[src/cke_pkg.sv]
// Shared constants and helper functions for the Kermit CRC async frame encoder.
// No dependencies; imported by the encoder top level and its checker.
package cke_pkg;

   localparam int unsigned        ByteW      = 8;
   localparam int unsigned        CrcW       = 16;
   localparam int unsigned        BufW       = 56;   // seven output bytes
   localparam int unsigned        ResW       = 7;    // leftover bits between items
   localparam logic [CrcW-1:0]    KermitPoly = 16'h8408;
   localparam logic [CrcW-1:0]    KermitInit = 16'h0000;
   localparam logic [ByteW-1:0]   CloseByte  = 8'hFF;

   // One byte of the reflected CRC-16 Kermit update.
   function automatic logic [CrcW-1:0] kermit_update(input logic [CrcW-1:0] crc,
                                                     input logic [ByteW-1:0] data);
      logic [CrcW-1:0] c;
      c = crc ^ {8'h00, data};
      for (int i = 0; i < 8; i++) begin
         if (c[0]) begin
            c = (c >> 1) ^ KermitPoly;
         end else begin
            c = c >> 1;
         end
      end
      return c;
   endfunction

   // Bit order swap: LSB-first wire order into an MSB-first packed vector.
   function automatic logic [ByteW-1:0] bit_reverse8(input logic [ByteW-1:0] v);
      logic [ByteW-1:0] r;
      for (int i = 0; i < 8; i++) begin
         r[i] = v[7-i];
      end
      return r;
   endfunction

endpackage

[src/crc_kermit_async_frame_encoder_unit.sv]
// Top level of the Kermit CRC async frame encoder: input stage, bit packer,
// output byte buffer. Depends on cke_pkg.
//
// Frame bytes come in on req_*; each is framed as a 0 start bit (first byte)
// or three 1 stop bits plus a 0 start bit (later bytes), followed by its eight
// bits LSB first, and the bit stream is packed MSB first into rsp_out_byte.
// With csr_write_data set (reset value 1), the final data byte is followed by
// the CRC-16 Kermit low and high bytes; the frame is then padded with 1s to a
// byte boundary and closed by a 0xFF byte flagged by rsp_frame_end.
// rsp_run_last marks the last output byte caused by an input transfer.
// An item is held in the input register and is then turned into all its output
// bytes in a single pass; the output buffer hands out one byte per cycle while
// rsp_stall is low, and the next item moves in as the previous item's last byte
// is taken, so a waiting input transfer is held until the bytes of the previous
// item (1 or 2 for a data byte, up to 7 for a final byte with CRC) are out. The
// output port's byte rate thus sets the input rate.
module crc_kermit_async_frame_encoder_unit
   import cke_pkg::*;
(
   input  logic             clock,
   input  logic             reset,
   // configuration
   input  logic             csr_write_enable,
   input  logic             csr_write_data,
   // input channel
   input  logic             req_valid,
   output logic             req_stall,
   input  logic [ByteW-1:0] req_data_byte,
   input  logic             req_last_byte,
   // result channel
   output logic             rsp_valid,
   input  logic             rsp_stall,
   output logic [ByteW-1:0] rsp_out_byte,
   output logic             rsp_run_last,
   output logic             rsp_frame_end
);

   // configuration register
   logic             append_ff;

   // input stage
   logic             item_valid_ff;
   logic [ByteW-1:0] item_data_ff;
   logic             item_last_ff;

   // frame state
   logic [CrcW-1:0]  crc_ff, crc_in;
   logic [ResW-1:0]  residue_ff, residue_in;
   logic [2:0]       res_cnt_ff, res_cnt_in;
   logic             first_ff, first_in;

   // output byte buffer
   logic [BufW-1:0]  buf_ff, buf_in;
   logic [2:0]       cnt_ff, cnt_in;
   logic             end_ff, end_in;

   logic             move;
   logic             take;

   // packer signals
   logic [CrcW-1:0]  new_crc;
   logic [BufW-1:0]  res_left;
   logic [BufW-1:0]  data_chunk;
   logic [BufW-1:0]  crc_chunk;
   logic [BufW-1:0]  pad_fill;
   logic [BufW-1:0]  stream;
   logic [BufW-1:0]  shifted;
   logic [3:0]       len_d;
   logic [4:0]       crc_pos;
   logic [5:0]       total;
   logic [5:0]       total_up;
   logic [2:0]       nbytes;
   logic             add_crc;

   // handshake
   assign take      = rsp_valid && !rsp_stall;
   assign move      = item_valid_ff && ((cnt_ff == 3'd0) || ((cnt_ff == 3'd1) && !rsp_stall));
   assign req_stall = item_valid_ff && !move;

   // configuration write
   always_ff @(posedge clock) begin
      if (reset) begin
         append_ff <= 1'b1;
      end else if (csr_write_enable) begin
         append_ff <= csr_write_data;
      end
   end

   // input register
   always_ff @(posedge clock) begin
      if (reset) begin
         item_valid_ff <= 1'b0;
      end else if (!req_stall) begin
         item_valid_ff <= req_valid;
      end
   end

   always_ff @(posedge clock) begin
      if (req_valid && !req_stall) begin
         item_data_ff <= req_data_byte;
         item_last_ff <= req_last_byte;
      end
   end

   // bit packer: leftover bits, data byte, optional CRC bytes, then 1s padding
   always_comb begin
      new_crc    = kermit_update(crc_ff, item_data_ff);
      add_crc    = item_last_ff && append_ff;
      res_left   = {residue_ff, 49'd0} << (3'd7 - res_cnt_ff);
      if (first_ff) begin
         data_chunk = {1'b0, bit_reverse8(item_data_ff), 47'd0};
         len_d      = 4'd9;
      end else begin
         data_chunk = {4'b1110, bit_reverse8(item_data_ff), 44'd0};
         len_d      = 4'd12;
      end
      crc_chunk  = {4'b1110, bit_reverse8(new_crc[7:0]),
                    4'b1110, bit_reverse8(new_crc[15:8]), 32'd0};
      crc_pos    = {2'b00, res_cnt_ff} + {1'b0, len_d};
      total      = {1'b0, crc_pos} + (add_crc ? 6'd24 : 6'd0);
      pad_fill   = item_last_ff ? ({BufW{1'b1}} >> total) : '0;
      stream     = res_left | (data_chunk >> res_cnt_ff)
                 | (add_crc ? (crc_chunk >> crc_pos) : '0) | pad_fill;
      total_up   = total + 6'd7;
      // final byte: round up, plus the closing 0xFF (all-ones fill)
      nbytes     = item_last_ff ? (total_up[5:3] + 3'd1) : total[5:3];
      shifted    = stream << {total[5:3], 3'b000};
      residue_in = shifted[BufW-1 -: ResW] >> (3'd7 - total[2:0]);
      if (item_last_ff) begin
         crc_in     = KermitInit;
         res_cnt_in = 3'd0;
         first_in   = 1'b1;
      end else begin
         crc_in     = new_crc;
         res_cnt_in = total[2:0];
         first_in   = 1'b0;
      end
   end

   // frame state update on each item moved into the buffer
   always_ff @(posedge clock) begin
      if (reset) begin
         crc_ff     <= KermitInit;
         residue_ff <= '0;
         res_cnt_ff <= 3'd0;
         first_ff   <= 1'b1;
      end else if (move) begin
         crc_ff     <= crc_in;
         residue_ff <= item_last_ff ? '0 : residue_in;
         res_cnt_ff <= res_cnt_in;
         first_ff   <= first_in;
      end
   end

   // output buffer next value
   always_comb begin
      buf_in = buf_ff;
      cnt_in = cnt_ff;
      end_in = end_ff;
      if (move) begin
         buf_in = stream;
         cnt_in = nbytes;
         end_in = item_last_ff;
      end else if (take) begin
         buf_in = buf_ff << ByteW;
         cnt_in = cnt_ff - 3'd1;
      end
   end

   always_ff @(posedge clock) begin
      if (reset) begin
         cnt_ff <= 3'd0;
         end_ff <= 1'b0;
      end else begin
         cnt_ff <= cnt_in;
         end_ff <= end_in;
      end
   end

   always_ff @(posedge clock) begin
      buf_ff <= buf_in;
   end

   // result port
   assign rsp_valid     = (cnt_ff != 3'd0);
   assign rsp_out_byte  = buf_ff[BufW-1 -: ByteW];
   assign rsp_run_last  = (cnt_ff == 3'd1);
   assign rsp_frame_end = end_ff && (cnt_ff == 3'd1);

endmodule

[config.mk]
export PLATFORM = sky130hd
export DESIGN_NAME = crc_kermit_async_frame_encoder_unit
export DESIGN_NICKNAME = d
export VERILOG_FILES = /design/src/cke_pkg.sv /design/src/crc_kermit_async_frame_encoder_unit.sv
export SDC_FILE = /design/constraint.sdc
export NUM_CORES = 1
export LEC_CHECK = 0
export CAP_MARGIN = 40
export CORE_MARGIN = 2
export CORE_UTILIZATION = 30
export CTS_CLUSTER_DIAMETER = 30
export DETAILED_ROUTE_END_ITERATION = 16
export DONT_BUFFER_PORTS = 1
export PLACE_DENSITY = 0.55
export SLEW_MARGIN = 20
export SYNTH_ARGS = -nofsm -noshare
export SYNTH_HDL_FRONTEND = slang
export SYNTH_SLANG_ARGS = --single-unit
export TNS_END_PERCENT = 50
[constraint.sdc]
create_clock -name clock -period 6.7 [get_ports clock]
set_input_delay 0.335 -clock clock [delete_from_list [all_inputs] [get_ports clock]]
set_output_delay 0.335 -clock clock [all_outputs]
set_load 0.01 [all_outputs]
==> results.yml <==
outcome:
  status: "finished clean"
finish:
  drive_above_1_share_pct: 10.7
  final_nets: 1116
  fillCellCount: 3138
  post-route-util_pct: 33.0
  area_growth_pct: 8.18
  diodes: 0
worst_setup_path:
  critical_path_required_ns: 6.96
  critPathKind: "reg2reg"
  endpoint_kind: "flop"
  critPathArrivalTime_ns: 5.41
  reg2reg_depth: 14
  crit_fanout: 33
  critPathLaunchType: "flop"
power:
  switching_share_pct: 50.7
  p_clk_share_pct: 13.5
  powerDensity_mw_per_mm2: 426
  power_mw: 4.18
  p_seq_share_pct: 26.2
  vdd_drop_max_v: 0.000560
  pwr-share-comb_pct: 60.3
  power.leakage_nw: 3.50
  p_sw_mw: 2.12
  p_int_mw: 2.06
floorplan:
  die-area_sq_mm: 0.0317
  initial_core_util_pct: 30.5
  ios: 27
  fp.dieW_um: 178
  die_h_um: 178
  coreArea_sq_mm: 0.0297
  row_count: 63
clock_tree:
  cts.hold.buffers_added: 0
  cts_root_buf: "clkbuf_16"
  cts_resized: 0
  clkLatencyLatePin_ns: 0.37
  clockBufferDepth: 2
  htree_levels: 3
  cts_buffers: 9
  clkSinkCount: 98
  post_cts_buffers: 0
  cts_tree: "built"
  clk_pin_slew_worst_paths_ns: 0.07
yosys:
  syn_nets: 1166
  synth.most_common_cell: "nand2_1"
  synth_edf_count: 65
  syn_inst: 1140
  yosys_most_used_dff: "edfxtp_1"
  synthTopCellsByCount: "147 x nand2_1, 108 x nor2_1, 98 x a21oi_1"
  yosysSeqAreaShare_pct: 28.8
  ys_types: 88
  synth_top_area_cell: "edfxtp_1"
  synth_seq_cells: 98
  yosysTopAreaCellShare_pct: 21.5
  yosysWarnings: 0
  synthArstFlopShare_pct: 0
  netlist_area_sq_mm: 0.00907
  synthTopCellsByArea: "edfxtp_1 22%, dfxtp_1 7.3%, nand2_1 6.1%"
  syn_avg_cell_area_sq_um: 7.96
grt:
  grt_overflow: 0
  antenna_found_initial: 1
  grt_max_degree: 74
  grt_pass1_wl_mm: 58.2
  grt_pass1_vias: 8675
  grt_util_all_layers_pct: 25.1
hold_path:
  min_path_cells: 1
  hold_path_class: "in2reg"
timing:
  setup_violations: 0
  max_freq_mhz: 194
  timing.slew.headroom_pct: 41.8
  grt_setup_unrepaired: "no"
  fin_setup_tns_ns: 0
  worst_pin_slew_ns: 0.872
  min_period_ns: 5.15
  slew_violations: 0
  hold_viol: 0
  timing.final.ws_setup_ns: 1.55
  whs_ns: 0.0344
  finClkSkew_ns: 0.0103
  fin_crit_sh_pct: 76.8
drt:
  ant_nets: 0
  drc: 0
  drt_first_pass_iters: 5
  wl_per_cell_um: 26.6
  finalWirelength_mm: 39.5
  drtIter0Drc: 1217
  vias: 9331
  via_per_inst: 6.28
placement:
  routabilityCongestion: 0.999
  post-place-ws_ns: 1.75
  dp_hpwl_mm: 29.3
  io_buffers: 0
flow_run:
  maxCapViolations: 0
## cells in the final DEF (no fill, tap or decap), types with 6 or more instances in the layout
master and n:
nand2_1 147, nor2_1 108, a21oi_1 97, o21ai_0 92, edfxtp_1 65, buf_4 46, nand3_1 38, dfxtp_1 33
nor3_1 27, a31oi_1 26, o211ai_1 23, mux2i_1 21, xnor2_1 17, inv_1 14, a22oi_1 14, mux2_2 13
nand2b_1 12, nor2b_1 12, o22ai_1 12, mux4_2 11, nand4_1 10, nor4_1 10, o31ai_1 10, a32oi_1 9
ha_1 9, clkbuf_16 9, xnor2_2 8, xnor3_1 8, and2_1 8, o221ai_1 7, and3_1 7, o311ai_0 7
o32ai_1 7, a211oi_1 7, a21o_1 6, nor4b_1 6, a221oi_1 6, o21bai_1 6
## logic make-up (layout without fill, tap and decap cells)
group           after synthesis  after routing  share of synthesized area [%]
xor+xnor                     44             44                           6.87
flops                        98             98                           28.8
mux                          45             45                           6.66
fa+ha+maj                    11             11                           1.68
buf+inv                     130             85                           5.85
simple gates                410            410                           20.9
compound gates              402            402                           29.2
## through the flow
stage          std cells  area, sq um
2_1_floorplan       1140         9070
3_3_place_gp        1464         9490
3_5_place_dp        1468         9510
4_1_cts             1484         9810
5_1_grt             1485         9820
6_report            1485         9820
## state kept, by name, indices dropped and copies added (netlist names), 3 cells and up
name and cells:
res_cnt_ff 3, crc_ff 16, item_data_ff 8, residue_ff 7, cnt_ff 3, buf_ff 56
## cell type report
cell class	count	area [sq um]	share of cell area, %
repair buffers	50	365	3.72
multi-input cells	912	5980	60.9
clock inverters	5	60.1	0.612
clock buffers	11	243	2.47
flip-flops and latches	98	2610	26.6
well taps	390	488	4.97
inverters	19	71.3	0.727
## routing by layer
metal | global-route usage (%) | vias to the layer above | routed length, um
met5 | 0 | - | 7
met3 | 4.99 | 88 | 3420
li1 | - | 4210 | -
met2 | 38.3 | 497 | 17400
met4 | 9.67 | 2 | 1560
met1 | 34.7 | 4534 | 17100
## path summary, 6_finish.rpt
path,slack (ns),end,startpoint
setup / recovery,1.55,residue_ff[2],res_cnt_ff[0]
hold / removal,0.03,crc_ff[7],reset
setup reg to reg,1.55,residue_ff[2],res_cnt_ff[0]
hold reg to reg,0.47,end_ff,end_ff
## worst max-delay path, cell delays in order (launching register included)
cell and delay [ns]:
dfxtp_1 0.30, buf_4 0.24, ha_1 0.28, ha_1 0.78, buf_4 0.48, nor4b_1 0.11
o41ai_1 0.60, nand4_1 0.31, a32oi_1 0.34, nand3_1 0.25, o32ai_1 0.53, o32ai_1 0.22
mux2i_1 0.22, nand2_1 0.08, a32o_1 0.26
## power groups by stage
| stage | sequential (mW) | combinational [mW] | clock (mW) |
|---|---|---|---|
| finish | 1.10 | 2.52 | 0.566 |
| global route | 1.12 | 2.68 | 0.597 |
| CTS | 1.10 | 2.46 | 0.584 |
| global placement | 1.10 | 2.46 | 0 |
| detailed placement | 1.11 | 2.45 | 0 |
| floorplan | 1.07 | 1.66 | 0 |
(Power assumes the default switching activity.)
